`src/hw/rtl/pwg_pkg.sv`:
```
// Shared types, constants and the sine table of the periodic waveform generator.
`default_nettype none
package pwg_pkg;

	localparam int OP_W    = 3;
	localparam int PH_W    = 16;
	localparam int MAG_W   = 16;
	localparam int PER_W   = 16;
	localparam int MFS_W   = 15;
	localparam int SFS_W   = 16;
	localparam int CIDX_W  = 2;
	localparam int CDAT_W  = 16;
	localparam int DIV_NW  = 34;
	localparam int DIV_DW  = 16;
	localparam int WAVE_W  = 36;
	localparam int ANG_W   = 25;
	localparam int LUT_W   = 15;

	localparam logic [OP_W-1:0] OP_SINE   = 3'd0;
	localparam logic [OP_W-1:0] OP_SQUARE = 3'd1;
	localparam logic [OP_W-1:0] OP_TRI    = 3'd2;
	localparam logic [OP_W-1:0] OP_SAW_UP = 3'd3;
	localparam logic [OP_W-1:0] OP_SAW_DN = 3'd4;

	localparam logic [CIDX_W-1:0] CFG_PERIOD = 2'd0;
	localparam logic [CIDX_W-1:0] CFG_MFS    = 2'd1;
	localparam logic [CIDX_W-1:0] CFG_SFS    = 2'd2;

	localparam logic [PER_W-1:0] PERIOD_RST = 16'd1000;
	localparam logic [MFS_W-1:0] MFS_RST    = 15'd10000;
	localparam logic [SFS_W-1:0] SFS_RST    = 16'd10000;

	localparam logic [ANG_W-1:0] RECIP_360 = 25'd23860930;

	typedef struct packed {
		logic [OP_W-1:0]          op;
		logic [PH_W-1:0]          ph;
		logic signed [MAG_W-1:0]  mag;
		logic signed [WAVE_W-1:0] wave;
		logic                     big;
	} side_t;

	function automatic logic signed [LUT_W-1:0] sine_lut(input logic [5:0] idx);
		logic signed [LUT_W-1:0] v;
		case (idx)
			6'd0: v = 15'sd0;
			6'd1: v = 15'sd1736;
			6'd2: v = 15'sd3420;
			6'd3: v = 15'sd5000;
			6'd4: v = 15'sd6428;
			6'd5: v = 15'sd7660;
			6'd6: v = 15'sd8660;
			6'd7: v = 15'sd9397;
			6'd8: v = 15'sd9848;
			6'd9: v = 15'sd10000;
			6'd10: v = 15'sd9848;
			6'd11: v = 15'sd9397;
			6'd12: v = 15'sd8660;
			6'd13: v = 15'sd7660;
			6'd14: v = 15'sd6428;
			6'd15: v = 15'sd5000;
			6'd16: v = 15'sd3420;
			6'd17: v = 15'sd1736;
			6'd18: v = 15'sd0;
			6'd19: v = -15'sd1736;
			6'd20: v = -15'sd3420;
			6'd21: v = -15'sd5000;
			6'd22: v = -15'sd6428;
			6'd23: v = -15'sd7660;
			6'd24: v = -15'sd8660;
			6'd25: v = -15'sd9397;
			6'd26: v = -15'sd9848;
			6'd27: v = -15'sd10000;
			6'd28: v = -15'sd9848;
			6'd29: v = -15'sd9397;
			6'd30: v = -15'sd8660;
			6'd31: v = -15'sd7660;
			6'd32: v = -15'sd6428;
			6'd33: v = -15'sd5000;
			6'd34: v = -15'sd3420;
			6'd35: v = -15'sd1736;
			default: v = 15'sd0;
		endcase
		return v;
	endfunction

endpackage
`default_nettype wire

```
`src/hw/rtl/pwg_div.sv`:
```
// Pipelined restoring divider, one quotient bit per stage, with sideband.
`default_nettype none
module pwg_div
	import pwg_pkg::*;
(
	input  wire logic              clk,
	input  wire logic              arst_n,
	input  wire logic              en,
	input  wire logic              in_vld,
	input  wire logic [DIV_NW-1:0] num,
	input  wire logic              neg_in,
	input  wire logic [DIV_DW-1:0] den,
	input  wire side_t             side_in,
	output logic                   out_vld,
	output logic [DIV_NW-1:0]      quot,
	output logic                   neg_out,
	output side_t                  side_out
);

	logic [DIV_NW-1:0] work_s [1:DIV_NW];
	logic [DIV_DW-1:0] rem_s  [1:DIV_NW];
	logic              vld_s  [1:DIV_NW];
	logic              neg_s  [1:DIV_NW];
	side_t             side_s [1:DIV_NW];

	for (genvar k = 0; k < DIV_NW; k++) begin : g_step
		logic [DIV_NW-1:0] w_in;
		logic [DIV_DW-1:0] r_in;
		logic              v_in;
		logic              n_in;
		side_t             sd_in;
		logic [DIV_DW:0]   trial;
		logic [DIV_DW:0]   diff;
		logic              take;

		if (k == 0) begin : g_first
			assign w_in  = num;
			assign r_in  = '0;
			assign v_in  = in_vld;
			assign n_in  = neg_in;
			assign sd_in = side_in;
		end else begin : g_next
			assign w_in  = work_s[k];
			assign r_in  = rem_s[k];
			assign v_in  = vld_s[k];
			assign n_in  = neg_s[k];
			assign sd_in = side_s[k];
		end

		assign trial = {r_in, w_in[DIV_NW-1]};
		assign diff  = trial - {1'b0, den};
		assign take  = trial >= {1'b0, den};

		always_ff @(posedge clk or negedge arst_n) begin
			if (!arst_n) begin
				vld_s[k+1] <= 1'b0;
			end else if (en) begin
				vld_s[k+1] <= v_in;
			end
		end

		always_ff @(posedge clk) begin
			if (en) begin
				work_s[k+1] <= {w_in[DIV_NW-2:0], take};
				rem_s[k+1]  <= take ? diff[DIV_DW-1:0] : trial[DIV_DW-1:0];
				neg_s[k+1]  <= n_in;
				side_s[k+1] <= sd_in;
			end
		end
	end

	assign out_vld  = vld_s[DIV_NW];
	assign quot     = (den == '0) ? '0 : work_s[DIV_NW];
	assign neg_out  = neg_s[DIV_NW];
	assign side_out = side_s[DIV_NW];

endmodule
`default_nettype wire

```
`config.mk`:
```
export PLATFORM = sky130hd
export DESIGN_NAME = pwg_div
export DESIGN_NICKNAME = d
export VERILOG_FILES = /design/src/hw/rtl/pwg_pkg.sv /design/src/hw/rtl/pwg_div.sv
export SDC_FILE = /design/constraint.sdc
export NUM_CORES = 2
export LEC_CHECK = 0
export BUFFER_PORTS_ARGS = -buffer_cell sky130_fd_sc_hd__buf_2
export CORE_MARGIN = 4
export CORE_UTILIZATION = 50
export CTS_CLUSTER_SIZE = 24
export DETAILED_ROUTE_END_ITERATION = 7
export PLACE_DENSITY = 0.77
export SLEW_MARGIN = 20
export SYNTH_ARGS = -nofsm -noshare
export SYNTH_HDL_FRONTEND = slang
export SYNTH_MEMORY_MAX_BITS = 65536
export SYNTH_SLANG_ARGS = --single-unit
```
`constraint.sdc`:
```
create_clock -name clk -period 3.9 [get_ports clk]
set_input_delay 0.78 -clock clk [delete_from_list [all_inputs] [get_ports clk]]
set_output_delay 0.78 -clock clk [all_outputs]
set_load 0.01 [all_outputs]
```
After elaboration in Yosys (flattened, before gate mapping):

Memory sizes are Yosys's and may differ from the RTL's.
Index checks and enable logic that the tools add are counted.

* register bits after elaboration: 34
* memories kept: 4
* memory bits (writable): 4182
* bits in read-only memories: 0
* logic and storage cells: 144
* input bits: 127
* output and inout port bits: 108
* bits in latches: 0

Memory list
* side_s: words 34, bits a word 72, read ports 34, clocked after Yosys merged registers in 0, write ports 34, RTL line pwg_div.sv:24 `side_t side_s [1:DIV_NW];`
* work_s: words 34, bits a word 34, read ports 34, clocked after Yosys merged registers in 0, write ports 34, RTL line pwg_div.sv:20 `logic [DIV_NW-1:0] work_s [1:DIV_NW];`
* rem_s: words 34, bits a word 16, read ports 33, clocked after Yosys merged registers in 0, write ports 34, RTL line pwg_div.sv:21 `logic [DIV_DW-1:0] rem_s [1:DIV_NW];`
* neg_s: words 34, bits a word 1, read ports 34, clocked after Yosys merged registers in 0, write ports 34, RTL line pwg_div.sv:23 `logic neg_s [1:DIV_NW];`

* muxes and demuxes: 37
* multiply operators: 0
* bitwise logic cells: 0
* div/mod/pow operators: 0
* reductions and logical operators: 1
* shift operators: 0
* magnitude comparators: 34
* add/sub/neg operators: 34
* eq/ne operators: 0

Operator list (number)
* >= comparator 17 x 16 -> 1 bit: 33
* two-way mux 16 bit: 34
* subtractor 16 bit: 33
* two-way mux 34 bit: 1
* >= comparator 1 x 16 -> 1 bit: 1
* zero test 16 bit: 1
* subtractor 1 x 16 -> 16 bit: 1
* two-way mux 1 bit: 2

Logic depth before layout (Yosys ltp):

An unclocked memory read counts as a cell.

* word-level depth: 3
* gate-level depth with buffers: 14
* depth with buffers taken out: 12

Worst setup path after synthesis:

No wires, ideal clock.

* kind: input port to flip-flop
* from: input port den[1]
* to: register rem_s[0][360] (netlist name)
* path buffers: 3
* setup slack: -0.551 ns
* required time: 3.638 ns
* data arrival time: 4.189 ns
* stages: 14
* setup time: 0.262 ns
* cell sequence: clkbuf_1 > inv_1 > ha_1 > nor2b_1 > o31a_1 > o31ai_2 > a31oi_1 > a31oi_2 > a21oi_1 > a211o_1 > a211o_1 > buf_2 > buf_6 > mux2_1

RTL lines
* start: declaration: RTL line pwg_div.sv:12 `input wire logic [DIV_DW-1:0] den,`

Worst setup path in the final report:

* from: input port den[5]
* to: output port quot[3]

* cells in the longest elaborated chain, start to end: 2

RTL lines
* zero test 16 bit: RTL line pwg_div.sv:73 `assign quot = (den == '0) ? '0 : work_s[DIV_NW];`
* two-way mux 34 bit: RTL line pwg_div.sv:73
* end: declaration: RTL line pwg_div.sv:15 `output logic [DIV_NW-1:0] quot,`

No other way between the ends.

==> results_dict.tcl <==
set metrics [dict create \
    status "finished, final reports clean" \
    synth_nets 8813 \
    slew_headroom_pct 37.2 \
    ios 235 \
    drtIter0Drc 5463 \
    wl_per_cell_um 19.6 \
    synth-edff-count 4166 \
    place_ws_ps -317 \
    cts.path.max_buffers 4 \
    gp_congestion 0.867 \
    synthCells 8124 \
    grt_pass1_vias 75100 \
    placed_cells 13012 \
    setup_viol 0 \
    cts_buffers 401 \
    critical_path_arrival_ps 2880 \
    grt_usage_pct 17.0 \
    dieArea_sq_um 319000 \
    cts_root_buf "clkbuf_16" \
    ys_warn_count 0 \
    ant_nets 0 \
    cp_max_fo 37 \
    yosysUniqueCellTypes 85 \
    area_delta_synth_final_pct 17.0 \
    endpoint_kind "output port" \
    ys_seq_area_share_pct 81.2 \
    synth_area_per_cell_sq_um 19.1 \
    required_ps 3120 \
    min_path_type "input port to flop" \
    r2r_setup_slack_ps 610 \
    synth_top_cell_by_area "edfxtp_1" \
    rsz0062_at_grt "no" \
    yosys.area.top_type_share_pct 80.7 \
    min_period_ps 3660 \
    vdd_ir_drop_max_mv 0.405 \
    grt_max_degree 136 \
    finalClockSkew_ps 59.4 \
    drv_slew 0 \
    total_power_mw 130 \
    portBuffers 234 \
    wl_um 272000 \
    core_sq_um 309000 \
    hold_viol 0 \
    drc_errors 0 \
    critPathKind "input port to output port" \
    synth_area_leaders "edfxtp_1 (81%), ha_1 (4.3%), mux2_2 (2.0%)" \
    busiest_layer "met2" \
    cts.sinks 4200 \
    r2r-start "work_s[0][917]" \
    grtUsageMet3_pct 2.87 \
    clk_latency_ps 940 \
    setup-tns-final_ps 0 \
    grt-ovfl-total 0 \
    grtUsageMet2_pct 28.4 \
    cap_violations 0 \
    holdPathStages 1 \
    cp-start-kind "input port" \
    antenna_found_initial 8 \
    r2r_cells 12 \
    drt-pass1-iter-count 6 \
    max_freq_mhz 274 \
    vias 72375 \
    layout_setup_ws_ps 244 \
    finalNonFillerCells 13857 \
    clk_pin_slew_ps 60 \
    hold_start "side_in[37]" \
    drive_gt1_share_pct 18.7 \
    die_width_um 565 \
    met1_usage_pct 22.9 \
    die_h_um 565 \
    grt_pass1_wl_um 426000 \
    postCtsSetupRepairBufs 0 \
    p_leak_nw 65.5 \
    hold_path_end "side_s[0][109]" \
    fin_nets 10081 \
    synthArstFlopShare_pct 0.810 \
    cts_tree "yes" \
    initial_utilization_pct 50.2 \
    fin_crit_sh_pct 93.7 \
    whs_ps 92.4 \
    r2r-end "rem_s[0][446]" \
    vias_per_cell 5.22 \
    hpwlAfterDp_um 163000 \
    syn_area_sq_um 155000 \
    tightest_slew_ps 942 \
    synth_flop_cell "edfxtp_1" \
    cellPowerDensity_nw_per_um2 719 \
    h-tree-depth 5 \
    ys_ff_latch 4200 \
    fp-row-count 204 \
]
==> per-layer routing <==
metal | wire (um) | vias to the layer above
met5 | 20 | -
met2 | 134000 | 1760
met3 | 14200 | 550
li1 | - | 34516
met1 | 116000 | 35547
met4 | 7850 | 2
==> power by group <==
group	internal (mW)	total (mW)	switching [mW]
clock	21.6	38.1	16.5
sequential	57.3	60.1	2.86
combinational	16.0	32.2	16.2
total	94.9	130	35.6
==> registers in the layout, summed over array words and instances, names as in the netlist <==
register and count:
g_step.v_in 33, out_vld 1, side_s 2448, rem_s 528, neg_s 34, work_s 1156
==> cells in the mapped netlist (13+ instances only) <==
| cell type | count |
|---|---|
| mux2_2 | 277 |
| inv_1 | 165 |
| o31a_1 | 26 |
| xnor2_1 | 235 |
| o21a_1 | 75 |
| a211o_1 | 18 |
| o21bai_1 | 27 |
| nor4_1 | 20 |
| o211ai_1 | 22 |
| o2111ai_1 | 19 |
| a31oi_1 | 57 |
| nand2_1 | 318 |
| or3_1 | 22 |
| a211oi_1 | 39 |
| o21ai_0 | 332 |
| mux2i_1 | 46 |
| nor2_1 | 256 |
| xor2_1 | 154 |
| ha_1 | 530 |
| fa_1 | 32 |
| mux2_4 | 21 |
| a21o_1 | 126 |
| nor2b_1 | 134 |
| clkbuf_1 | 62 |
| or2_2 | 14 |
| nand4_1 | 69 |
| edfxtp_1 | 4166 |
| nor3_1 | 103 |
| a21boi_0 | 24 |
| a2111oi_0 | 13 |
| a21oi_1 | 310 |
| and3_1 | 20 |
| o31ai_1 | 22 |
| dfrtp_1 | 34 |
| nand2b_1 | 67 |
| nand3_1 | 82 |
| o21ai_1 | 14 |
==> worst max-delay path, cell delays in order <==
cell     delay [ps]
buf_2           110
nor4_1          300
nand3_1         220
nor2_1          170
nor4b_2         620
buf_12          330
nor2b_1         110
buf_2           150
==> layout make-up <==
cell class	instances	area [sq um]
Sequential cell	4200	126000
Timing Repair Buffer	946	8080
Fill cell	22105	127000
Multi-Input combinational cell	3678	28600
Antenna cell	6	15.0
Clock buffer	485	10500
Tap cell	4120	5150
Inverter	165	631
Clock inverter	257	2520
==> cells by family after synthesis <==
group	Yosys count	synth area share (%)
AOI/OAI and AO/OA	1222	5.07
xor gates and xnor gates	389	2.20
adders and majority gates	562	4.69
buffers and inverters	246	0.630
DFF	4200	81.2
muxes	352	2.57
and+or+nand+nor	1153	3.63
==> stage by stage <==
stage | util (%) | instance area (sq um)
2_1_floorplan | - | 156000
3_3_place_gp | 54.2 | 167000
6_report | 58.7 | 181000
4_1_cts | 58.7 | 181000
5_1_grt | 58.7 | 181000
3_5_place_dp | 54.2 | 167000
==> worst max-delay path by stage <==
stage / from / endpoint / slack [ps] / depth (start not counted)
final: den[5] / quot[3] / 240 / 8
after global routing: den[5] / quot[3] / 110 / 8
after CTS: den[5] / quot[3] / 190 / 8
after detailed placement: den[2] / rem_s[0][206] / -320 / 15
after global placement: den[2] / rem_s[0][206] / -280 / 15
after floorplan: den[1] / rem_s[0][136] / -370 / 12
==> placed cells by master, fill, tap and decap left out, drive strengths merged, types with 21 or more instances in the layout <==
| cell | synthesis | final |
|---|---|---|
| bufinv | 0 | 35 |
| a31oi | 58 | 58 |
| nor2b | 134 | 134 |
| o211ai | 24 | 24 |
| or3 | 22 | 22 |
| dlygate4sd3 | 0 | 97 |
| nand3 | 82 | 82 |
| fa | 32 | 32 |
| mux2i | 46 | 46 |
| nand2 | 318 | 318 |
| o21ai | 346 | 346 |
| a21oi | 313 | 313 |
| o21bai | 27 | 27 |
| nor3 | 103 | 103 |
| a2111oi | 21 | 21 |
| mux2 | 306 | 306 |
| a21o | 132 | 132 |
| o21a | 75 | 75 |
| buf | 19 | 849 |
| dfrtp | 34 | 34 |
| nor2 | 256 | 256 |
| clkinvlp | 0 | 22 |
| clkinv | 0 | 186 |
| edfxtp | 4166 | 4166 |
| xor2 | 154 | 154 |
| a21boi | 24 | 24 |
| nand4 | 69 | 69 |
| xnor2 | 235 | 235 |
| o31ai | 23 | 23 |
| inv | 165 | 179 |
| a211oi | 40 | 40 |
| clkbuf | 62 | 485 |
| ha | 530 | 530 |
| o31a | 26 | 26 |
| nand2b | 67 | 67 |
==> timing repair <==
item	4_1_cts	5_1_grt
resized for setup	0	0
setup endpoints to repair	0	0
hold buffers	97	0
endpoints found under the hold margin	130	0
Note: power is estimated with default switching activity, not from simulation.
