--- src/hw/rtl/pwg_pkg.sv ---
// Shared types, constants and the sine table of the periodic waveform generator.
`default_nettype none
package pwg_pkg;

	localparam int OP_W    = 3;
	localparam int PH_W    = 16;
	localparam int MAG_W   = 16;
	localparam int PER_W   = 16;
	localparam int MFS_W   = 15;
	localparam int SFS_W   = 16;
	localparam int CIDX_W  = 2;
	localparam int CDAT_W  = 16;
	localparam int DIV_NW  = 34;
	localparam int DIV_DW  = 16;
	localparam int WAVE_W  = 36;
	localparam int ANG_W   = 25;
	localparam int LUT_W   = 15;

	localparam logic [OP_W-1:0] OP_SINE   = 3'd0;
	localparam logic [OP_W-1:0] OP_SQUARE = 3'd1;
	localparam logic [OP_W-1:0] OP_TRI    = 3'd2;
	localparam logic [OP_W-1:0] OP_SAW_UP = 3'd3;
	localparam logic [OP_W-1:0] OP_SAW_DN = 3'd4;

	localparam logic [CIDX_W-1:0] CFG_PERIOD = 2'd0;
	localparam logic [CIDX_W-1:0] CFG_MFS    = 2'd1;
	localparam logic [CIDX_W-1:0] CFG_SFS    = 2'd2;

	localparam logic [PER_W-1:0] PERIOD_RST = 16'd1000;
	localparam logic [MFS_W-1:0] MFS_RST    = 15'd10000;
	localparam logic [SFS_W-1:0] SFS_RST    = 16'd10000;

	localparam logic [ANG_W-1:0] RECIP_360 = 25'd23860930;

	typedef struct packed {
		logic [OP_W-1:0]          op;
		logic [PH_W-1:0]          ph;
		logic signed [MAG_W-1:0]  mag;
		logic signed [WAVE_W-1:0] wave;
		logic                     big;
	} side_t;

	function automatic logic signed [LUT_W-1:0] sine_lut(input logic [5:0] idx);
		logic signed [LUT_W-1:0] v;
		case (idx)
			6'd0: v = 15'sd0;
			6'd1: v = 15'sd1736;
			6'd2: v = 15'sd3420;
			6'd3: v = 15'sd5000;
			6'd4: v = 15'sd6428;
			6'd5: v = 15'sd7660;
			6'd6: v = 15'sd8660;
			6'd7: v = 15'sd9397;
			6'd8: v = 15'sd9848;
			6'd9: v = 15'sd10000;
			6'd10: v = 15'sd9848;
			6'd11: v = 15'sd9397;
			6'd12: v = 15'sd8660;
			6'd13: v = 15'sd7660;
			6'd14: v = 15'sd6428;
			6'd15: v = 15'sd5000;
			6'd16: v = 15'sd3420;
			6'd17: v = 15'sd1736;
			6'd18: v = 15'sd0;
			6'd19: v = -15'sd1736;
			6'd20: v = -15'sd3420;
			6'd21: v = -15'sd5000;
			6'd22: v = -15'sd6428;
			6'd23: v = -15'sd7660;
			6'd24: v = -15'sd8660;
			6'd25: v = -15'sd9397;
			6'd26: v = -15'sd9848;
			6'd27: v = -15'sd10000;
			6'd28: v = -15'sd9848;
			6'd29: v = -15'sd9397;
			6'd30: v = -15'sd8660;
			6'd31: v = -15'sd7660;
			6'd32: v = -15'sd6428;
			6'd33: v = -15'sd5000;
			6'd34: v = -15'sd3420;
			6'd35: v = -15'sd1736;
			default: v = 15'sd0;
		endcase
		return v;
	endfunction

endpackage
`default_nettype wire

--- src/hw/rtl/pwg_sine.sv ---
// Sine stages: angle wrap, table lookup with interpolation, scaling numerator.
`default_nettype none
module pwg_sine
	import pwg_pkg::*;
(
	input  wire logic             clk,
	input  wire logic             arst_n,
	input  wire logic             en,
	input  wire logic             in_vld,
	input  wire logic [ANG_W-1:0] ang,
	input  wire side_t            side_in,
	input  wire logic [MFS_W-1:0] mfs,
	output logic                  out_vld,
	output logic [DIV_NW-1:0]     num,
	output logic                  neg,
	output side_t                 side_out
);

	localparam int PROD_W = 2 * ANG_W;
	localparam int Q_W    = 17;

	logic [PROD_W-1:0]        rprod;
	logic [ANG_W-1:0]         rem360;
	logic [16:0]              t205;
	logic [5:0]               idx;
	logic [8:0]               fr9;
	logic signed [LUT_W-1:0]  lo;
	logic signed [LUT_W-1:0]  hi;
	logic [14:0]              tabs;
	logic [30:0]              q10p;
	logic [10:0]              q10;
	logic [14:0]              sabs;

	logic                     vld_s1, vld_s2, vld_s3, vld_s4, vld_s5, vld_s6;
	side_t                    side_s1, side_s2, side_s3, side_s4, side_s5, side_s6;
	logic [ANG_W-1:0]         ang_s1;
	logic [Q_W-1:0]           q360_s1;
	logic [8:0]               a_s2;
	logic signed [LUT_W-1:0]  lo_s3, lo_s4;
	logic signed [15:0]       d_s3;
	logic [3:0]               frac_s3;
	logic signed [15:0]       t_s4;
	logic signed [15:0]       s_s5;
	logic [DIV_NW-1:0]        num_s6;
	logic                     neg_s6;

	assign rprod  = PROD_W'(ang) * PROD_W'(RECIP_360);
	assign rem360 = ang_s1 - ANG_W'(q360_s1) * ANG_W'(360);
	assign t205   = 17'(a_s2) * 17'd205;
	assign idx    = t205[16:11];
	assign fr9    = a_s2 - 9'(idx) * 9'd10;
	assign lo     = sine_lut(idx);
	assign hi     = sine_lut(idx + 6'd1);
	assign tabs   = t_s4[15] ? 15'(-t_s4) : 15'(t_s4);
	assign q10p   = 31'(tabs) * 31'd52429;
	assign q10    = q10p[29:19];
	assign sabs   = s_s5[15] ? 15'(-s_s5) : 15'(s_s5);

	always_ff @(posedge clk or negedge arst_n) begin
		if (!arst_n) begin
			vld_s1 <= 1'b0;
			vld_s2 <= 1'b0;
			vld_s3 <= 1'b0;
			vld_s4 <= 1'b0;
			vld_s5 <= 1'b0;
			vld_s6 <= 1'b0;
		end else if (en) begin
			vld_s1 <= in_vld;
			vld_s2 <= vld_s1;
			vld_s3 <= vld_s2;
			vld_s4 <= vld_s3;
			vld_s5 <= vld_s4;
			vld_s6 <= vld_s5;
		end
	end

	always_ff @(posedge clk) begin
		if (en) begin
			side_s1 <= side_in;
			side_s2 <= side_s1;
			side_s3 <= side_s2;
			side_s4 <= side_s3;
			side_s5 <= side_s4;
			side_s6 <= side_s5;
			ang_s1  <= ang;
			q360_s1 <= rprod[PROD_W-1:33];
			a_s2    <= rem360[8:0];
			lo_s3   <= lo;
			d_s3    <= 16'(hi) - 16'(lo);
			frac_s3 <= fr9[3:0];
			lo_s4   <= lo_s3;
			t_s4    <= 16'(d_s3 * $signed({1'b0, frac_s3}));
			s_s5    <= t_s4[15] ? 16'(lo_s4) - 16'(q10) : 16'(lo_s4) + 16'(q10);
			num_s6  <= DIV_NW'(sabs) * DIV_NW'(mfs);
			neg_s6  <= s_s5[15];
		end
	end

	assign out_vld  = vld_s6;
	assign num      = num_s6;
	assign neg      = neg_s6;
	assign side_out = side_s6;

endmodule
`default_nettype wire

--- config.mk ---
export PLATFORM = sky130hd
export DESIGN_NAME = pwg_sine
export DESIGN_NICKNAME = d
export VERILOG_FILES = /design/src/hw/rtl/pwg_pkg.sv /design/src/hw/rtl/pwg_sine.sv
export SDC_FILE = /design/constraint.sdc
export NUM_CORES = 2
export LEC_CHECK = 0
export BUFFER_PORTS_ARGS = -buffer_cell sky130_fd_sc_hd__buf_2
export CAP_MARGIN = 10
export CELL_PAD_IN_SITES_DETAIL_PLACEMENT = 0
export CELL_PAD_IN_SITES_GLOBAL_PLACEMENT = 1
export CORE_MARGIN = 1.5
export CORE_UTILIZATION = 45
export DETAILED_ROUTE_END_ITERATION = 6
export GPL_TIMING_DRIVEN = 1
export PLACE_DENSITY_LB_ADDON = 0.1
export SKIP_CTS_REPAIR_TIMING = 1
export SLEW_MARGIN = 20
export SYNTH_ARGS = -nofsm -noshare
export SYNTH_HDL_FRONTEND = slang
export SYNTH_SLANG_ARGS = --single-unit
--- constraint.sdc ---
create_clock -name clk -period 10.2 [get_ports clk]
set_input_delay 0.51 -clock clk [delete_from_list [all_inputs] [get_ports clk]]
set_output_delay 0.51 -clock clk [all_outputs]
set_load 0.02 [all_outputs]
# ---- After elaboration in Yosys (flattened, before gate mapping)
# Memory sizes are Yosys's and may differ from the RTL's.
# Index checks and enable logic that the tools add are counted.
# Widths: inputs -> output; s select.
dict set report totals {
  register_bits 586
  romBits 1920
  output_inout_bits 108
  memories 2
}
dict set report op_classes {
  addsub 8
  multipliers 7
  mux 3
}
# memory depth word_bits rd rd_ports_with_merged_regs write_ports line
set mem_list {}
lappend mem_list {{(no name shown)} 64 15 1 0 0 pwg_pkg.sv:45} ;# case (idx)
lappend mem_list {{(no name shown)} 64 15 1 0 0 pwg_pkg.sv:45}
# cell count
set op_table {}
lappend op_table {{$mul 25x24->49 const B} 1}
lappend op_table {{$mul 15x15->30} 1}
lappend op_table {{$mul 15x16->30 const B} 1}
lappend op_table {{$mux 15} 2}
lappend op_table {{$neg 15->15} 2}
lappend op_table {{$mul 17x6->6 const B} 1}
lappend op_table {{$mul 9x8->17 const B} 1}
lappend op_table {{$add 15x12->16} 1}
lappend op_table {{$mul 16x5->16} 1}
lappend op_table {{$mux 16} 1}
lappend op_table {{$sub 15x12->16} 1}
lappend op_table {{$sub 15x15->16} 1}
lappend op_table {{$sub 9x9->9} 1}
lappend op_table {{$add 6x1->6 const B} 1}
lappend op_table {{$mul 6x3->3 const B} 1}
lappend op_table {{$sub 4x4->4} 1}

# ---- Depth between registers and ports, before layout
dict set report depth {
  depth_word 5
  ltp_mapped 42
}

# ---- Worst setup path after synthesis
# OpenSTA, ideal clock, no wires.
dict set report synth_path {
  path_type {flip-flop to flip-flop}
  startpoint {register t_s4[0]}
  endpoint {register s_s5[14] (data pin)}
  setup_ns 0.258
  arrival_ns 8.889
  required_time_ns 9.942
  path_slack_ns 1.053
  stages_incl_launch_ff 38
  path_buffers 1
  cell_sequence {edfxtp_1 -> or2_1 -> or4_1 -> or2_2 -> o41ai_1 -> xnor2_1 -> xor2_1 -> fa_1 -> inv_1 -> fa_1 -> inv_1 -> fa_1 -> fa_1 -> inv_1 -> fa_1 -> inv_1 -> ha_1 -> nand3_1 -> [2 not listed] -> a21oi_1 -> a21oi_1 -> xnor2_1 -> or4_1 -> clkbuf_1 -> nand2_1 -> xor2_1 -> ha_1 -> a21oi_1 -> o21bai_1 -> a21oi_1 -> o21bai_1 -> a21oi_1 -> o21ai_0 -> or4_1 -> a31o_2 -> a21oi_1 -> xnor2_1}
}
dict set report synth_between {
  elab_chain_cells 5
  word_cells_on_any_way 6
  classes_between {add/sub (3); mul (1); mux (2)}
}
# item line
set synth_lines {}
lappend synth_lines {{from (decl)} pwg_sine.sv:42} ;# logic signed [15:0] t_s4;
lappend synth_lines {{from (signal assigned)} pwg_sine.sv:92} ;# t_s4 <= 16'(d_s3 * $signed({1'b0, frac_s3}));
lappend synth_lines {{$neg 15->15} pwg_sine.sv:54} ;# assign tabs = t_s4[15] ? 15'(-t_s4) : 15'(t_s4);
lappend synth_lines {{$mux 15 *} pwg_sine.sv:54}
lappend synth_lines {{$mul 15x16->30 *} pwg_sine.sv:55} ;# assign q10p = 31'(tabs) * 31'd52429;
lappend synth_lines {{$add 15x12->16 / $sub 15x12->16 (equally long branches)} pwg_sine.sv:93} ;# s_s5 <= t_s4[15] ? 16'(lo_s4) - 16'(q10) : 16'(lo_s4) + 16'(q10);
lappend synth_lines {{$mux 16 *} pwg_sine.sv:93}
lappend synth_lines {{to (signal assigned)} pwg_sine.sv:93}
lappend synth_lines {{to (decl)} pwg_sine.sv:43} ;# logic signed [15:0] s_s5;
# Mark *: on every way between the ends. The rest lies on a longest branch, timed or not.
# A chain may end at the register's enable or synchronous reset.

# ---- Worst setup path in the final report
dict set report layout_path {
  startpoint {register t_s4[8]}
  endpoint {register s_s5[14] (data pin)}
}
# The elaborated chain is that of the path after synthesis.

==> flow_summary.toml <==
[sta]
fin_setup_tns_ps = 0
fmax_mhz = 104
worstMarginPinSlew_ps = 992
drv_slew = 0
hold_violations = 0
fin_crit_ps = 9650
final-setup-viol-count = 0
skew_ps = 39.6
relSlewSlack = 0.339
grt_setup_unrepaired = "no"
fin_crit_sh = 0.946

[placed_design]
portBuffers = 219
placed_area_um2 = 45000
gp_congestion = 0.845
dp_hpwl_um = 69900

[detailed_routing]
viasPerCell = 4.97
first_iter_violations = 1361
vias = 25000
avgRoutedWirePerCell_um = 17.8
drc = 0
routed_wl_um = 89300
ant_nets = 0
dr.pass1.iters = 5

[worst_setup_path]
crit_start = "t_s4[8]"
path_max_fanout = 4
crit_slowest_cell = "or4_4"
r2r-start = "t_s4[8]"
critical_path_class = "flip-flop to flip-flop"
rr_worst_depth = 37
endpoint_kind = "flip-flop"
crit_required_ps = 10580
cp.arrival_ps = 10030
r2r_slack_ps = 550
reg2reg_to = "s_s5[14]"
path_common_cell = "fa_1"
crit_path_max_incr_delay_ps = 590
start_kind = "flip-flop"

[synthesis]
ys_warn_count = 0
synth_seq_cells = 575
netlist_area_um2 = 42300
ys_seq_area_frac = 0.408
synth-main-ff-cell = "edfxtp_1"
synthArstFlopShare = 0.0104
synth_edf_count = 569
syn_inst = 3467
ys_types = 77
syn_area_per_cell_um2 = 12.2

[outcome]
status = "finished clean"

[global_route]
track_usage = 0.193
antenna_found_initial = 2
grt_pass1_vias = 27000
grt_first_pass_wirelength_um = 145000
grt_max_degree = 153
grt_overflow_total = 0

[finish]
multi_input_area_um2 = 22400
nFillCells = 8351
layout_commonest_cell = "inv_1"
nets = 4789
fin_area_um2 = 47300
final_cell_mix = "672 x inv_1, 569 x edfxtp_1, 518 x ha_1"
register_area_um2 = 17200
drive_gt1_frac = 0.111
syn_to_final_growth_pct = 11.9
insertedDiodeCount = 0

[clock_network]
clockBufferDepth = 3
cts_buffers = 66
clkTransAtPathRegs_ps = 70
clkLatencyLatePin_ps = 630
numClockSinks = 575
htree_levels = 3
tritoncts = "built"
cts_root_buf = "clkbuf_16"

[min_path]
hold-path-cell-count = 1
whs_endpoint = "side_s1[8]"
worstHoldStart = "side_in[8]"
hold_path_class = "primary input to flip-flop"

[flow_run]
maxCapViolations = 0

[floorplan]
io_pins = 224
start_util = 0.454
die_area_um2 = 95800
core_um2 = 93200
rows = 112
dieHeight_um = 310
die-width_um = 310
worst max-delay path: cells and delay by family (launching register included):
family                   cells  cell delay (ps)
AO/OA/AOI/OAI               12             2030
buffers and inverters        4              420
flip-flops                   1              430
multiplexers                 1              200
adder cells (fa/ha/maj)      8             3210
XOR/XNOR                     5              800
AND/OR/NAND/NOR              7             2300
logic make-up (layout without fill, tap and decap cells):
group / Yosys count / in the layout / share of synthesized area
buffers and inverters: 751 / 1058 / 0.0671
adders and majority gates: 950 / 950 / 0.357
and+or+nand+nor: 652 / 652 / 0.0748
muxes: 12 / 12 / 0.00302
xor gates and xnor gates: 163 / 163 / 0.0343
AOI/OAI and AO/OA: 363 / 363 / 0.0556
other: 1 / 4 / 0.0000887
DFF: 575 / 575 / 0.408
metal layers:
metal	vias up	GRT usage	wire length, um
li1	12000	-	-
met3	116	0.0299	3640
met5	-	0	0
met2	438	0.328	43700
met1	12400	0.260	40300
met4	0	0.0475	1700
sequential cells by signal, indices dropped and copies added (netlist names), 4 cells and up:
signal	count
side_s5	72
side_out	72
d_s3	16
num	30
lo_s4	15
a_s2	9
s_s5	16
t_s4	16
frac_s3	4
ang_s1	9
side_s4	72
side_s1	72
q360_s1	6
side_s2	72
lo_s3	15
side_s3	72
cells in the mapped netlist, types with 7 or more instances:
library cell  count  share of area
inv_1           672          0.060
edfxtp_1        569           0.40
ha_1            519           0.15
fa_1            430           0.20
nand2_1         248          0.022
and2_1          137          0.020
xnor2_1         129          0.027
nor2_1          108         0.0096
a21oi_1         105          0.012
clkbuf_1         70         0.0062
o21ai_0          68         0.0080
nor3_1           35         0.0041
a21o_1           31         0.0055
xor2_1           31         0.0064
nand3_1          27         0.0032
a211oi_1         17         0.0030
nand2b_1         16         0.0024
o31ai_1          15         0.0027
o21bai_1         13         0.0023
nor2b_1          12         0.0018
o21a_1           12         0.0021
and3_1           11         0.0016
nand4_1          11         0.0016
a21boi_0         10         0.0018
or2_2            10         0.0015
or3_1            10         0.0015
a31oi_1           9         0.0013
o211ai_1          9         0.0016
o22ai_1           9         0.0013
o221ai_1          8         0.0017
o41ai_1           7         0.0015
or4_1             7         0.0012
stage by stage:
stage                     setup slack (ps)  hold slack [ps]  std cells   util
after floorplan                       1050              214       3470      -
after global placement                 320              331       4904  0.483
after detailed placement               185              336       4904  0.483
after CTS                              121             -350       5025  0.506
after global routing                  5.77             9.52       5031  0.508
final                                  547             49.0       5031  0.508
cell type report:
type	count	share of cell area
Sequential cell	575	0.364
Clock inverter	40	0.00894
Inverter	674	0.0535
Timing Repair Buffer	263	0.0308
Clock buffer	81	0.0369
Multi-Input combinational cell	2144	0.473
Tap cell	1254	0.0332
worst max-delay path by stage:
stage               slack, ps  endpoint
global route                6  s_s5[14]
detailed placement        180  s_s5[14]
global placement          320  s_s5[14]
floorplan                1050  s_s5[14]
CTS                       120  s_s5[14]
finish                    550  s_s5[14]
Power is left out: the tool's default activity adds up to more than one toggle a clock period on the data nets, which glitch-free logic cannot reach.
