[config.mk]
export PLATFORM = sky130hd
export DESIGN_NAME = pwg_front
export DESIGN_NICKNAME = d
export VERILOG_FILES = /design/src/hw/rtl/pwg_pkg.sv /design/src/hw/rtl/pwg_front.sv
export SDC_FILE = /design/constraint.sdc
export NUM_CORES = 1
export LEC_CHECK = 0
export CORE_MARGIN = 3
export CORE_UTILIZATION = 35
export DETAILED_ROUTE_END_ITERATION = 6
export DONT_BUFFER_PORTS = 1
export GPL_TIMING_DRIVEN = 1
export SLEW_MARGIN = 20
export SYNTH_ARGS = -nofsm -noshare
export SYNTH_HDL_FRONTEND = slang
export SYNTH_SLANG_ARGS = --single-unit
[constraint.sdc]
create_clock -name clk -period 6.17 [get_ports clk]
set_clock_uncertainty 0.2 [all_clocks]
set_input_delay 1.234 -clock clk [delete_from_list [all_inputs] [get_ports clk]]
set_output_delay 1.234 -clock clk [all_outputs]
set_load 0.02 [all_outputs]
[src/hw/rtl/pwg_pkg.sv]
// Shared types, constants and the sine table of the periodic waveform generator.
`default_nettype none
package pwg_pkg;

	localparam int OP_W    = 3;
	localparam int PH_W    = 16;
	localparam int MAG_W   = 16;
	localparam int PER_W   = 16;
	localparam int MFS_W   = 15;
	localparam int SFS_W   = 16;
	localparam int CIDX_W  = 2;
	localparam int CDAT_W  = 16;
	localparam int DIV_NW  = 34;
	localparam int DIV_DW  = 16;
	localparam int WAVE_W  = 36;
	localparam int ANG_W   = 25;
	localparam int LUT_W   = 15;

	localparam logic [OP_W-1:0] OP_SINE   = 3'd0;
	localparam logic [OP_W-1:0] OP_SQUARE = 3'd1;
	localparam logic [OP_W-1:0] OP_TRI    = 3'd2;
	localparam logic [OP_W-1:0] OP_SAW_UP = 3'd3;
	localparam logic [OP_W-1:0] OP_SAW_DN = 3'd4;

	localparam logic [CIDX_W-1:0] CFG_PERIOD = 2'd0;
	localparam logic [CIDX_W-1:0] CFG_MFS    = 2'd1;
	localparam logic [CIDX_W-1:0] CFG_SFS    = 2'd2;

	localparam logic [PER_W-1:0] PERIOD_RST = 16'd1000;
	localparam logic [MFS_W-1:0] MFS_RST    = 15'd10000;
	localparam logic [SFS_W-1:0] SFS_RST    = 16'd10000;

	localparam logic [ANG_W-1:0] RECIP_360 = 25'd23860930;

	typedef struct packed {
		logic [OP_W-1:0]          op;
		logic [PH_W-1:0]          ph;
		logic signed [MAG_W-1:0]  mag;
		logic signed [WAVE_W-1:0] wave;
		logic                     big;
	} side_t;

	function automatic logic signed [LUT_W-1:0] sine_lut(input logic [5:0] idx);
		logic signed [LUT_W-1:0] v;
		case (idx)
			6'd0: v = 15'sd0;
			6'd1: v = 15'sd1736;
			6'd2: v = 15'sd3420;
			6'd3: v = 15'sd5000;
			6'd4: v = 15'sd6428;
			6'd5: v = 15'sd7660;
			6'd6: v = 15'sd8660;
			6'd7: v = 15'sd9397;
			6'd8: v = 15'sd9848;
			6'd9: v = 15'sd10000;
			6'd10: v = 15'sd9848;
			6'd11: v = 15'sd9397;
			6'd12: v = 15'sd8660;
			6'd13: v = 15'sd7660;
			6'd14: v = 15'sd6428;
			6'd15: v = 15'sd5000;
			6'd16: v = 15'sd3420;
			6'd17: v = 15'sd1736;
			6'd18: v = 15'sd0;
			6'd19: v = -15'sd1736;
			6'd20: v = -15'sd3420;
			6'd21: v = -15'sd5000;
			6'd22: v = -15'sd6428;
			6'd23: v = -15'sd7660;
			6'd24: v = -15'sd8660;
			6'd25: v = -15'sd9397;
			6'd26: v = -15'sd9848;
			6'd27: v = -15'sd10000;
			6'd28: v = -15'sd9848;
			6'd29: v = -15'sd9397;
			6'd30: v = -15'sd8660;
			6'd31: v = -15'sd7660;
			6'd32: v = -15'sd6428;
			6'd33: v = -15'sd5000;
			6'd34: v = -15'sd3420;
			6'd35: v = -15'sd1736;
			default: v = 15'sd0;
		endcase
		return v;
	endfunction

endpackage
`default_nettype wire

[src/hw/rtl/pwg_front.sv]
// Input stages: triangle fold and the numerator of the division by the period.
`default_nettype none
module pwg_front
	import pwg_pkg::*;
(
	input  wire logic                    clk,
	input  wire logic                    arst_n,
	input  wire logic                    en,
	input  wire logic                    in_vld,
	input  wire logic [OP_W-1:0]         op,
	input  wire logic [PH_W-1:0]         ph,
	input  wire logic signed [MAG_W-1:0] mag,
	input  wire logic [PER_W-1:0]        per,
	input  wire logic [MFS_W-1:0]        mfs,
	output logic                         out_vld,
	output logic [DIV_NW-1:0]            num,
	output logic                         neg,
	output side_t                        side
);

	logic [PER_W:0]           half_p1;
	logic                     ph_le;
	logic                     pneg;
	logic [PH_W-1:0]          pabs;

	logic                     vld_s1;
	logic [OP_W-1:0]          op_s1;
	logic [PH_W-1:0]          ph_s1;
	logic signed [MAG_W-1:0]  mag_s1;
	logic [PH_W-1:0]          pabs_s1;
	logic                     pneg_s1;

	logic [DIV_NW-1:0]        num_c;
	logic                     neg_c;

	logic                     vld_s2;
	logic [DIV_NW-1:0]        num_s2;
	logic                     neg_s2;
	side_t                    side_s2;

	assign half_p1 = {2'b0, per[PER_W-1:1]} + (PER_W+1)'(1);
	assign ph_le   = {1'b0, ph} <= half_p1;
	assign pneg    = !ph_le && (ph > per);
	assign pabs    = ph_le ? ph : (pneg ? ph - per : per - ph);

	always_ff @(posedge clk or negedge arst_n) begin
		if (!arst_n) begin
			vld_s1 <= 1'b0;
			vld_s2 <= 1'b0;
		end else if (en) begin
			vld_s1 <= in_vld;
			vld_s2 <= vld_s1;
		end
	end

	always_comb begin
		num_c = '0;
		neg_c = 1'b0;
		case (op_s1)
			OP_SINE: begin
				num_c = DIV_NW'(ph_s1) * DIV_NW'(360);
			end
			OP_TRI: begin
				num_c = (DIV_NW'(pabs_s1) * DIV_NW'(mfs)) << 2;
				neg_c = pneg_s1;
			end
			OP_SAW_UP, OP_SAW_DN: begin
				num_c = (DIV_NW'(ph_s1) * DIV_NW'(mfs)) << 1;
			end
			default: begin
				num_c = '0;
			end
		endcase
	end

	always_ff @(posedge clk) begin
		if (en) begin
			op_s1        <= op;
			ph_s1        <= ph;
			mag_s1       <= mag;
			pabs_s1      <= pabs;
			pneg_s1      <= pneg;
			num_s2       <= num_c;
			neg_s2       <= neg_c;
			side_s2.op   <= op_s1;
			side_s2.ph   <= ph_s1;
			side_s2.mag  <= mag_s1;
			side_s2.wave <= '0;
			side_s2.big  <= 1'b0;
		end
	end

	assign out_vld = vld_s2;
	assign num     = num_s2;
	assign neg     = neg_s2;
	assign side    = side_s2;

endmodule
`default_nettype wire

* Yosys cells after proc, flatten, opt, wreduce, memory -nomap -nowiden
Index checks and enable logic that the tools add are counted.
** Operators by class
- Add/subtract/negate cells :: 3
- Multiply operators :: 3
- Magnitude comparators :: 2
- Eq/ne operators :: 3
- Multiplexer cells :: 3
- Reductions and logical operators :: 4
** Operators with widths (number)
- case mux 33 bit (3 select lines) :: 1
- multiplier 16 x 15 -> 31 bit :: 2
- two-way mux 16 bit :: 2
- subtractor 16 bit :: 2
- multiplier 16 x 6 -> 22 bit, second input constant :: 1
- adder 15 x 1 -> 16 bit, second input constant :: 1
- greater-than comparator 16 bit :: 1
- less-or-equal comparator 16 bit :: 1
- == test 3 x 2 -> 1 bit, second input constant :: 2
- == test 3 bit, second input constant :: 1
- logical NOT 3 bit :: 1
- OR reduction 2 bit :: 1
- logical AND 1 bit :: 1
- logical NOT 1 bit :: 1
** Word-level totals
- Flip-flop bits (word level) :: 124
- Bits of input ports :: 70
- Output and inout port bits :: 108

* Logic depth before layout (Yosys ltp)
Gate-level depths: netlist of run 1.
- Depth in word-level cells :: 6
- Depth in mapped cells :: 24
- Mapped depth without buffers :: 23

* Worst setup path after synthesis of run 1
Ideal clock, no wire load.
- Kind :: input to register
- From :: input mfs[0]
- To :: register num_s2[30], in the netlist num[30] (data pin)
- Library setup time :: 0.270 ns
- Arrival :: 6.694 ns
- Required time :: 5.700 ns
- Slack :: -0.994 ns
- Stages :: 22
- Buffers on the path :: 1
- Path through :: clkbuf_1 and2_1 fa_1 inv_1 fa_1 inv_1 fa_1 fa_1 fa_1 inv_1 fa_1 inv_1 ha_1 a21o_1 a221oi_1 or2_2 o311ai_0 o21ai_2 o41ai_1 a211oi_1 xor2_1 o22ai_1
** On the way
- Longest elaborated chain between the ends :: 2
- Elaborated cells on any way between the ends :: 3
- Those cells by class :: 2 x mul; 1 x mux
** Ends and longest elaborated chain
- start, declared :: RTL line pwg_front.sv:14 : input wire logic [MFS_W-1:0] mfs,
- multiplier 16 x 15 -> 31 bit, on equally long branches :: RTL line pwg_front.sv:68, pwg_front.sv:64
- case mux 33 bit (3 select lines) (*) :: RTL line pwg_front.sv:59 : case (op_s1)
- net num_c[30] :: RTL line pwg_front.sv:33 : logic [DIV_NW-1:0] num_c;
- end signal, assigned :: RTL line pwg_front.sv:83 : num_s2 <= num_c;
- end, declared :: RTL line pwg_front.sv:37 : logic [DIV_NW-1:0] num_s2;
Mark *: on every way through the listed nets, which the timed path passes. The rest lies on a longest branch.
A chain may end at the register's enable or synchronous reset.

* Worst setup path in the final report of run 1
- From :: input mfs[1]
- To :: register num_s2[22], in the netlist num[22] (data pin)
Same word-level chain as after synthesis.

==> results of run 1 <==
how the worst max path moves through the flow:
stage                     startpoint  cells past startpoint           endpoint  slack (ps)
after floorplan               mfs[2]                     21  num[28]$_DFFE_PP_        -710
after global placement        mfs[0]                     21  num[22]$_DFFE_PP_        -910
after detailed placement      mfs[0]                     22  num[29]$_DFFE_PP_       -1020
after CTS                     mfs[0]                     21  num[22]$_DFFE_PP_        -410
after global routing          mfs[0]                     21  num[29]$_DFFE_PP_        -640
final                         mfs[1]                     21  num[22]$_DFFE_PP_        -470
per-layer routing:
metal / track usage, % / vias to the layer above / part of all wire (%) / routed length (µm)
met5: 0 / - / 0 / 0
met4: 6.57 / 0 / 3.7 / 2410
met3: 3.77 / 132 / 6.2 / 4060
met2: 33.1 / 527 / 50 / 33000
met1: 21.8 / 9030 / 40 / 26400
li1: - / 8221 / - / -
synth_stat cells, types with 3 or more instances:
cell	instances	share of area, %
sky130_fd_sc_hd__inv_1	497	7.7
sky130_fd_sc_hd__mux2_2	7	0.32
sky130_fd_sc_hd__o211ai_1	9	0.28
sky130_fd_sc_hd__o21ai_1	7	0.14
sky130_fd_sc_hd__o21bai_1	8	0.25
sky130_fd_sc_hd__or2_2	6	0.15
sky130_fd_sc_hd__o221ai_1	7	0.25
sky130_fd_sc_hd__nand2_1	265	4.1
sky130_fd_sc_hd__a22oi_1	11	0.34
sky130_fd_sc_hd__and3_1	9	0.23
sky130_fd_sc_hd__or3_1	4	0.10
sky130_fd_sc_hd__nand3_1	27	0.56
sky130_fd_sc_hd__a221oi_1	3	0.11
sky130_fd_sc_hd__clkbuf_8	4	0.23
sky130_fd_sc_hd__a31oi_1	16	0.41
sky130_fd_sc_hd__nand4_1	9	0.23
sky130_fd_sc_hd__and2_1	279	7.2
sky130_fd_sc_hd__o31ai_1	6	0.19
sky130_fd_sc_hd__ha_1	279	14
sky130_fd_sc_hd__xor2_1	28	1.0
sky130_fd_sc_hd__mux2i_1	14	0.58
sky130_fd_sc_hd__nor3_1	15	0.31
sky130_fd_sc_hd__nor2_1	44	0.68
sky130_fd_sc_hd__a21o_1	57	1.8
sky130_fd_sc_hd__clkbuf_1	91	1.4
sky130_fd_sc_hd__nor3b_1	3	0.093
sky130_fd_sc_hd__a221o_1	3	0.12
sky130_fd_sc_hd__nand2b_1	16	0.41
sky130_fd_sc_hd__fa_1	388	32
sky130_fd_sc_hd__o21ai_2	3	0.11
sky130_fd_sc_hd__a211oi_1	13	0.40
sky130_fd_sc_hd__xnor2_1	63	2.3
sky130_fd_sc_hd__o21ai_0	59	1.2
sky130_fd_sc_hd__buf_4	42	1.3
sky130_fd_sc_hd__nor2b_1	16	0.41
sky130_fd_sc_hd__a21oi_1	72	1.5
sky130_fd_sc_hd__o22ai_1	8	0.21
sky130_fd_sc_hd__edfxtp_1	120	15
sky130_fd_sc_hd__o21a_1	12	0.37
through the flow:
step	cells	setup TNS [ps]	cell area (µm²)	hold WS, ps	setup slack, ps
4_1_cts	3595	-5060	27400	215	-411
3_5_place_dp	3554	-16680	26500	205	-1020
5_1_grt	3599	-9000	27600	223	-640
6_report	3599	-5550	27600	219	-465
3_3_place_gp	3554	-14900	26500	200	-914
2_1_floorplan	2606	-9280	24800	200	-706
cell type report:
| cell class | instances | area, µm² |
|---|---|---|
| Clock buffer | 17 | 425 |
| Tap cell | 921 | 1150 |
| Inverter | 497 | 1870 |
| Sequential cell | 122 | 3650 |
| Fill cell | 6640 | 40400 |
| Clock inverter | 15 | 193 |
| Multi-Input combinational cell | 1844 | 18800 |
| Timing Repair Buffer | 183 | 1500 |
repair_timing:
action,in CTS,in global routing
hold buffers,0,0
pin swaps,27,26
setup endpoints to repair,19,21
gates resized for setup,42,35
cloned,0,0
hold endpoints to repair,0,0
setup buffers,10,5
logic make-up after synthesis:
kind of cell    Yosys count
mux                      21
fa+ha+maj               667
compound gates          324
xor+xnor                 91
simple gates            702
other cells               1
flops                   122
buf+inv                 640
state kept, by name (all words and copies together) (netlist names):
signal,cells
pabs_s1,16
mag_s1,16
neg,1
pneg_s1,1
side,35
num,32
ph_s1,16
op_s1,3
out_vld,1
vld_s1,1
==> results.yml, run 1 <==
status:
  run_status: "finished, violations left"
  violations: "setup timing"
yosys:
  syn-instance-count: 2568
  synth.area.mux_share_pct: 0.901
  ys_dominant_reg_cell: "sky130_fd_sc_hd__edfxtp_1"
  synth_simple_gate_area_share_pct: 14.7
  synth_compound_area_share_pct: 8.89
  ffs_latches_synth: 122
  synth_sequential_area_ratio_pct: 15.0
  synth-warning-count: 0
  post_synth_edffs: 120
  yosys.area_share.xor_xnor_pct: 3.28
  main_combinational_cell_family_by_area_after_synthesis: "adder cells"
  synth.cell_area_um2: 24300
  synth_area_per_cell_um2: 9.46
  asyncSetResetFlopFracSynth_pct: 1.64
  synth_fa_ha_area_share_pct: 46.3
  synth_cell_types: 77
clocking:
  ctsHtreeMaxLevel: 4
  cts_max_path_buffers: 2
  numCtsBuffers: 17
  clk-insertion-delay-late_ps: 450
  clock_tree_from_tritoncts: "built"
  cts.reportedPaths.clkPinSlew_ps: 70
  cts.sinks: 122
  cts_root_buffer: "sky130_fd_sc_hd__clkbuf_16"
finish:
  layout_commonest_cell: "sky130_fd_sc_hd__inv_1"
  antenna_cells_inserted: 0
  final_core_utilization_pct: 40.6
  layout-drive-gt1-share_pct: 13.3
  mostFrequentLayoutCells: "sky130_fd_sc_hd__inv_1 (481), sky130_fd_sc_hd__fa_1 (382), sky130_fd_sc_hd__ha_1 (267), sky130_fd_sc_hd__and2_1 (263), sky130_fd_sc_hd__nand2_1 (260)"
  syn2layout_area_growth_pct: 13.6
  nets: 3402
worst_setup_path:
  slowest_stage: "sky130_fd_sc_hd__fa_1"
  worstSetupEndpointType: "flip-flop"
  count_of_buffer_and_inverter_cells_on_the_critical_path: 4
  timing.critical_path.arrival_ps: 6610
  critPathLaunchType: "primary input"
  critical_path.reg2reg.startpoint: "pabs_s1[13]$_DFFE_PP_"
  required_ps: 6140
  r2r_end: "num[22]$_DFFE_PP_"
  critical-path-top-delay-family: "adder cells"
  critical_path_peak_fanout: 32
  timing_worst_setup_path_type: "primary input to flip-flop"
  worst_reg_to_reg_path_cell_count: 22
  reg2reg_slack_ps: -370
  critical_path.max_stage_delay_ps: 540
  critPathMostFrequentCell: "sky130_fd_sc_hd__fa_1"
  path_cells: "and2_4 > fa_1 > inv_2 > fa_1 > inv_1 > fa_1 > fa_1 > fa_1 > inv_1 > fa_1 > inv_2 > ha_4 > a21o_1 > a221oi_4 > or2_4 > o311ai_4 > o21ai_4 > nand2b_1 > a21oi_2 > mux2i_1 > o221ai_1"
floorplan:
  die_y_um: 270
  initial_utilization_pct: 35.7
  io_pins: 178
  rows: 95
  floorplan.die.width_um: 270
  dieArea_um2: 72600
  core_area_um2: 68000
drt:
  route.antenna.remaining_nets: 0
  vias_per_inst: 4.98
  drtIter0Drc: 938
  drcViolationCount: 0
  routed_wirelength_um: 65900
  dr_total_vias: 17900
  detailedRoute.firstPassIterationCount: 5
  avgRoutedWirePerCell_um: 18.3
sta:
  worst_pin_slew_ps: 1140
  period_minus_slack_ps: 6640
  maxClockFrequency_mhz: 151
  timing.final.max_slew_violations: 0
  final_hold_viol_count: 0
  setup_slack_ps: -465
  number_of_setup_violations_in_the_final_report: 18
  rsz0062_at_grt: "yes"
  slew-limit-headroom_pct: 23.8
  post-route-period-util_pct: 108
global_route:
  grtUsageTotal_pct: 18.5
  antenna_found_initial: 0
  vias_in_the_first_global_route: 19900
  wire_length_of_the_first_global_routing_pass_um: 107000
  grt_start_max_net_pins: 123
  sum_of_overflow_across_all_layers_after_global_routing: 0
place:
  placement.io_buffers: 0
  place_congestion: 0.915
  dp_hpwl_um: 53200
min_path:
  timing.hold.worst_path_depth: 0
  worst_hold_path_type: "flip-flop to flip-flop"
  hold_path_end: "side[39]$_DFFE_PP_"
  min-delay-start: "mag_s1[2]$_DFFE_PP_"
job:
  drv.max_cap_violation_count: 0
Power of run 1 is not shown: default switching activity piles up to over one toggle a cycle in this logic, so the estimate is an artifact.
==> run 2: changes to the inputs <==
--- a/config.mk
+++ b/config.mk
@@ -10,6 +10,8 @@
 export DETAILED_ROUTE_END_ITERATION = 6
 export DONT_BUFFER_PORTS = 1
 export GPL_TIMING_DRIVEN = 1
+export RECOVER_POWER = 50
+export REMOVE_ABC_BUFFERS = 1
 export SLEW_MARGIN = 20
 export SYNTH_ARGS = -nofsm -noshare
 export SYNTH_HDL_FRONTEND = slang
==> results.yml, run 2 (synthesized netlist as in run 1, its figures left out) <==
status:
  run_status: "finished, violations left"
  violations: "setup timing"
clocking:
  cts.sinks: 122
  cts.reportedPaths.clkPinSlew_ps: 60
  cts_root_buffer: "sky130_fd_sc_hd__clkbuf_16"
  cts_max_path_buffers: 2
  clk-insertion-delay-late_ps: 480
  numCtsBuffers: 17
  clock_tree_from_tritoncts: "built"
  ctsHtreeMaxLevel: 4
floorplan:
  initial_utilization_pct: 35.7
  rows: 95
  core_area_um2: 68000
  die_y_um: 270
  io_pins: 178
  dieArea_um2: 72600
  floorplan.die.width_um: 270
global_route:
  wire_length_of_the_first_global_routing_pass_um: 100000
  vias_in_the_first_global_route: 18000
  sum_of_overflow_across_all_layers_after_global_routing: 0
  grt_start_max_net_pins: 123
  grtUsageTotal_pct: 17.6
  antenna_found_initial: 5
drt:
  avgRoutedWirePerCell_um: 17.2
  vias_per_inst: 4.84
  routed_wirelength_um: 62200
  drtIter0Drc: 1004
  dr_total_vias: 17500
  drcViolationCount: 0
  detailedRoute.firstPassIterationCount: 5
  route.antenna.remaining_nets: 0
worst_setup_path:
  worstSetupEndpointType: "flip-flop"
  timing.critical_path.arrival_ps: 6600
  critical_path_peak_fanout: 32
  crit_path_start: "mfs[0]"
  timing_worst_setup_path_type: "primary input to flip-flop"
  worst_reg_to_reg_path_cell_count: 23
  critPathLaunchType: "primary input"
  critical_path.reg2reg.startpoint: "ph_s1[9]$_DFFE_PP_"
  required_ps: 6170
place:
  place_congestion: 0.849
  dp_hpwl_um: 50100
  detailed_place.area_um2: 26300
  placement.io_buffers: 0
min_path:
  timing.hold.worst_path_depth: 0
  worst_hold_path_type: "flip-flop to flip-flop"
  min-delay-start: "mag_s1[0]$_DFFE_PP_"
sta:
  final_hold_viol_count: 0
  timing.final.max_slew_violations: 0
  maxClockFrequency_mhz: 152
  number_of_setup_violations_in_the_final_report: 19
  worst_pin_slew_ps: 734
  post-route-period-util_pct: 107
  setup_slack_ps: -423
  period_minus_slack_ps: 6590
  slew-limit-headroom_pct: 50.9
  rsz0062_at_grt: "yes"
finish:
  mostFrequentLayoutCells: "sky130_fd_sc_hd__inv_1 (480), sky130_fd_sc_hd__fa_1 (385), sky130_fd_sc_hd__and2_1 (270), sky130_fd_sc_hd__ha_1 (269), sky130_fd_sc_hd__nand2_1 (260)"
  layout_commonest_cell: "sky130_fd_sc_hd__inv_1"
  fillCellCount: 6819
  nets: 3420
  syn2layout_area_growth_pct: 13.5
  finish.instance_area_um2: 27600
  largest_reg_flops: 35
  layout-drive-gt1-share_pct: 13.2
job:
  drv.max_cap_violation_count: 0
## run 2: changes by cell type in the layout (fill, tap and decap cells not counted), moves of 5 or more
cell                     delta
sky130_fd_sc_hd__and2_4     -7
sky130_fd_sc_hd__buf_12     -5
sky130_fd_sc_hd__and2_1     +7
sky130_fd_sc_hd__inv_8      -5
sky130_fd_sc_hd__buf_4     +19
## run 2: routing by layer
| layer | part of all wire (%) | global-route usage, % |
|---|---|---|
| met3 | 5.0 | 3.04 |
| met4 | 2.1 | 4.60 |
| met1 | 45 | 24.0 |
| met5 | 0 | 0 |
| met2 | 48 | 28.9 |
## run 2: worst max-delay path: stages
cell	delay (ps)
sky130_fd_sc_hd__and2_4	120
sky130_fd_sc_hd__fa_1	520
sky130_fd_sc_hd__inv_1	50
sky130_fd_sc_hd__fa_1	540
sky130_fd_sc_hd__inv_2	40
sky130_fd_sc_hd__fa_1	510
sky130_fd_sc_hd__inv_2	40
sky130_fd_sc_hd__fa_1	490
sky130_fd_sc_hd__inv_1	50
sky130_fd_sc_hd__fa_1	490
sky130_fd_sc_hd__inv_2	40
sky130_fd_sc_hd__fa_1	510
sky130_fd_sc_hd__inv_2	50
sky130_fd_sc_hd__ha_4	260
sky130_fd_sc_hd__and3_4	190
sky130_fd_sc_hd__nor2b_4	160
sky130_fd_sc_hd__o311a_1	220
sky130_fd_sc_hd__o2111ai_1	130
sky130_fd_sc_hd__buf_4	180
sky130_fd_sc_hd__a21oi_4	190
sky130_fd_sc_hd__a31oi_4	130
sky130_fd_sc_hd__a31oi_1	220
sky130_fd_sc_hd__xnor2_1	140
sky130_fd_sc_hd__o22ai_1	80
## run 2: final timing paths
check | to | slack, ps
setup reg to reg | num[30]$_DFFE_PP_ | -330
hold reg to reg | side[37]$_DFFE_PP_ | 220
hold / removal | side[37]$_DFFE_PP_ | 220
max in group asynchronous | vld_s1$_DFFE_PN0P_ | 5460
setup / recovery | num[31]$_DFFE_PP_ | -420
min in group asynchronous | out_vld$_DFFE_PN0P_ | 250
## run 2: repair_timing
action,CTS,global route
hold buffers,0,0
buffers inserted,4,7
endpoints found under the setup margin,19,20
pin swaps,64,45
gates resized for setup,95,38
## run 2: through the flow
step           worst slack, ps  util (%)  instances  hold slack, ps  setup TNS, ps
4_1_cts                   -355      40.3       3609             200          -4040
3_3_place_gp             -1230      38.7       3575             201         -19700
2_1_floorplan             -860         -       2463             200         -10850
6_report                  -423      40.6       3617             218          -5330
5_1_grt                   -626      40.6       3616             210          -8840
3_5_place_dp             -1450      38.7       3575             206         -20750
## run 2: layout make-up
class / instances / area, µm² / area share [%]
repair buffers: 201 / 1570 / 5.69
well taps: 921 / 1150 / 4.18
flip-flops and latches: 122 / 3650 / 13.2
clock buffers: 17 / 425 / 1.54
diodes: 1 / 2.50 / 0.00907
multi-input cells: 1844 / 18800 / 68.0
inverters: 497 / 1870 / 6.76
clock inverters: 14 / 146 / 0.531
Power of run 2 is left out for the same reason.
==> run 3: changes to the inputs <==
--- a/config.mk
+++ b/config.mk
@@ -10,8 +10,8 @@
 export DETAILED_ROUTE_END_ITERATION = 6
 export DONT_BUFFER_PORTS = 1
 export GPL_TIMING_DRIVEN = 1
-export RECOVER_POWER = 50
 export REMOVE_ABC_BUFFERS = 1
+export SKIP_CTS_REPAIR_TIMING = 1
 export SLEW_MARGIN = 20
 export SYNTH_ARGS = -nofsm -noshare
 export SYNTH_HDL_FRONTEND = slang
==> results.yml, run 3 (synthesized netlist as in run 1, its figures left out) <==
floorplan:
  core_area_um2: 68000
  dieArea_um2: 72600
  rows: 95
  initial_utilization_pct: 35.7
  io_pins: 178
  floorplan.die.width_um: 270
  die_y_um: 270
clocking:
  cts.reportedPaths.clkPinSlew_ps: 60
  cts.sinks: 122
  clock_tree_from_tritoncts: "built"
  cts_max_path_buffers: 2
  ctsHtreeMaxLevel: 4
  numCtsBuffers: 17
  clk-insertion-delay-late_ps: 480
  cts_root_buffer: "sky130_fd_sc_hd__clkbuf_16"
worst_setup_path:
  required_ps: 6180
  reg2reg_slack_ps: -330
  critical_path_peak_fanout: 32
  critPathLaunchType: "primary input"
  timing.critical_path.arrival_ps: 6660
  crit_path_start: "mfs[11]"
  r2r_end: "num[28]$_DFFE_PP_"
  critical_path.max_stage_delay_ps: 580
  slowest_stage: "sky130_fd_sc_hd__fa_1"
  critPathMostFrequentCell: "sky130_fd_sc_hd__fa_1"
  critical_path.reg2reg.startpoint: "ph_s1[9]$_DFFE_PP_"
  worstSetupEndpointType: "flip-flop"
  timing_worst_setup_path_type: "primary input to flip-flop"
  path_cells: "and2_4 > fa_1 > inv_2 > fa_1 > inv_2 > fa_1 > fa_2 > fa_1 > inv_1 > fa_1 > inv_2 > ha_4 > and3_4 > nand2_2 > or3_4 > o211ai_1 > buf_4 > a31oi_1 > o31ai_1 > mux2i_1 > nand3_1"
  worst_reg_to_reg_path_cell_count: 22
drt:
  dr_total_vias: 17500
  avgRoutedWirePerCell_um: 17.1
  drtIter0Drc: 1059
  detailedRoute.firstPassIterationCount: 5
  vias_per_inst: 4.86
  routed_wirelength_um: 61900
  route.antenna.remaining_nets: 0
  drcViolationCount: 0
min_path:
  hold_path_end: "side[37]$_DFFE_PP_"
  min-delay-start: "mag_s1[0]$_DFFE_PP_"
  timing.hold.worst_path_depth: 0
  worst_hold_path_type: "flip-flop to flip-flop"
finish:
  largest_reg_flops: 35
  syn2layout_area_growth_pct: 12.8
  multi_input_area_um2: 18600
  seq_area_um2: 3650
  layout_commonest_cell: "sky130_fd_sc_hd__inv_1"
  mostFrequentLayoutCells: "sky130_fd_sc_hd__inv_1 (481), sky130_fd_sc_hd__fa_1 (383), sky130_fd_sc_hd__and2_1 (270), sky130_fd_sc_hd__ha_1 (270), sky130_fd_sc_hd__nand2_1 (261)"
  nets: 3415
  fillCellCount: 6837
  layout-drive-gt1-share_pct: 12.5
sta:
  final_hold_viol_count: 0
  timing.final.max_slew_violations: 0
  period_minus_slack_ps: 6650
  setup_slack_ps: -480
  slew-limit-headroom_pct: 49.2
  maxClockFrequency_mhz: 150
  fin_worst_hold_slack_ps: 218
  worst_pin_slew_ps: 761
  number_of_setup_violations_in_the_final_report: 19
  post-route-period-util_pct: 108
  rsz0062_at_grt: "yes"
job:
  drv.max_cap_violation_count: 0
status:
  run_status: "finished, violations left"
  violations: "setup timing"
global_route:
  sum_of_overflow_across_all_layers_after_global_routing: 0
  vias_in_the_first_global_route: 17800
  wire_length_of_the_first_global_routing_pass_um: 99200
  grt_start_max_net_pins: 123
  antenna_found_initial: 4
  grtUsageTotal_pct: 17.3
place:
  place_congestion: 0.849
  dp_hpwl_um: 50100
  placement.io_buffers: 0
-- run 3: cell count changes in the layout (fill, tap and decap cells not counted), sizes merged --
cell and delta:
clkbuf -3, buf -2
-- run 3: how the worst max path moves through the flow --
stage	end	cells past startpoint	slack (ps)
floorplan	num[30]$_DFFE_PP_	21	-860
global placement	num[32]$_DFFE_PP_	24	-1230
detailed placement	num[32]$_DFFE_PP_	24	-1450
CTS	num[32]$_DFFE_PP_	24	-920
global route	num[32]$_DFFE_PP_	24	-630
finish	num[28]$_DFFE_PP_	21	-480
-- run 3: stage by stage --
stage / worst slack (ps) / util [%] / setup TNS (ps) / cells / area [µm²]
after floorplan: -860 / - / -10850 / 2463 / 23700
after detailed placement: -1450 / 38.7 / -20750 / 3575 / 26300
final: -480 / 40.3 / -5950 / 3612 / 27400
after global placement: -1230 / 38.7 / -19700 / 3575 / 26300
after global routing: -633 / 40.3 / -9410 / 3611 / 27400
after CTS: -922 / 39.6 / -10090 / 3606 / 26900
-- run 3: routing by layer --
layer / vias to the layer above / wire [µm] / GRT usage [%]
met5: - / 0 / 0
met1: 8819 / 28000 / 23.9
met2: 413 / 29500 / 28.4
met4: 0 / 1140 / 4.42
li1: 8257 / - / -
met3: 54 / 3300 / 3.00
-- run 3: worst max-delay path, delay by kind of cell --
family,cells,cell delay [ps]
buffers and inverters,5,360
AO/OA/AOI/OAI,3,620
AND/OR/NAND/NOR,5,800
multiplexers,1,290
adder cells (fa/ha/maj),7,3340
-- run 3: layout make-up --
| type | instances | share of cell area [%] |
|---|---|---|
| clock inverters | 14 | 0.534 |
| inverters | 497 | 6.80 |
| flip-flops and latches | 122 | 13.3 |
| repair buffers | 196 | 5.60 |
| clock buffers | 17 | 1.55 |
| multi-input cells | 1844 | 68.0 |
| diodes | 1 | 0.00912 |
| well taps | 921 | 4.20 |
Power of run 3 is left out for the same reason.
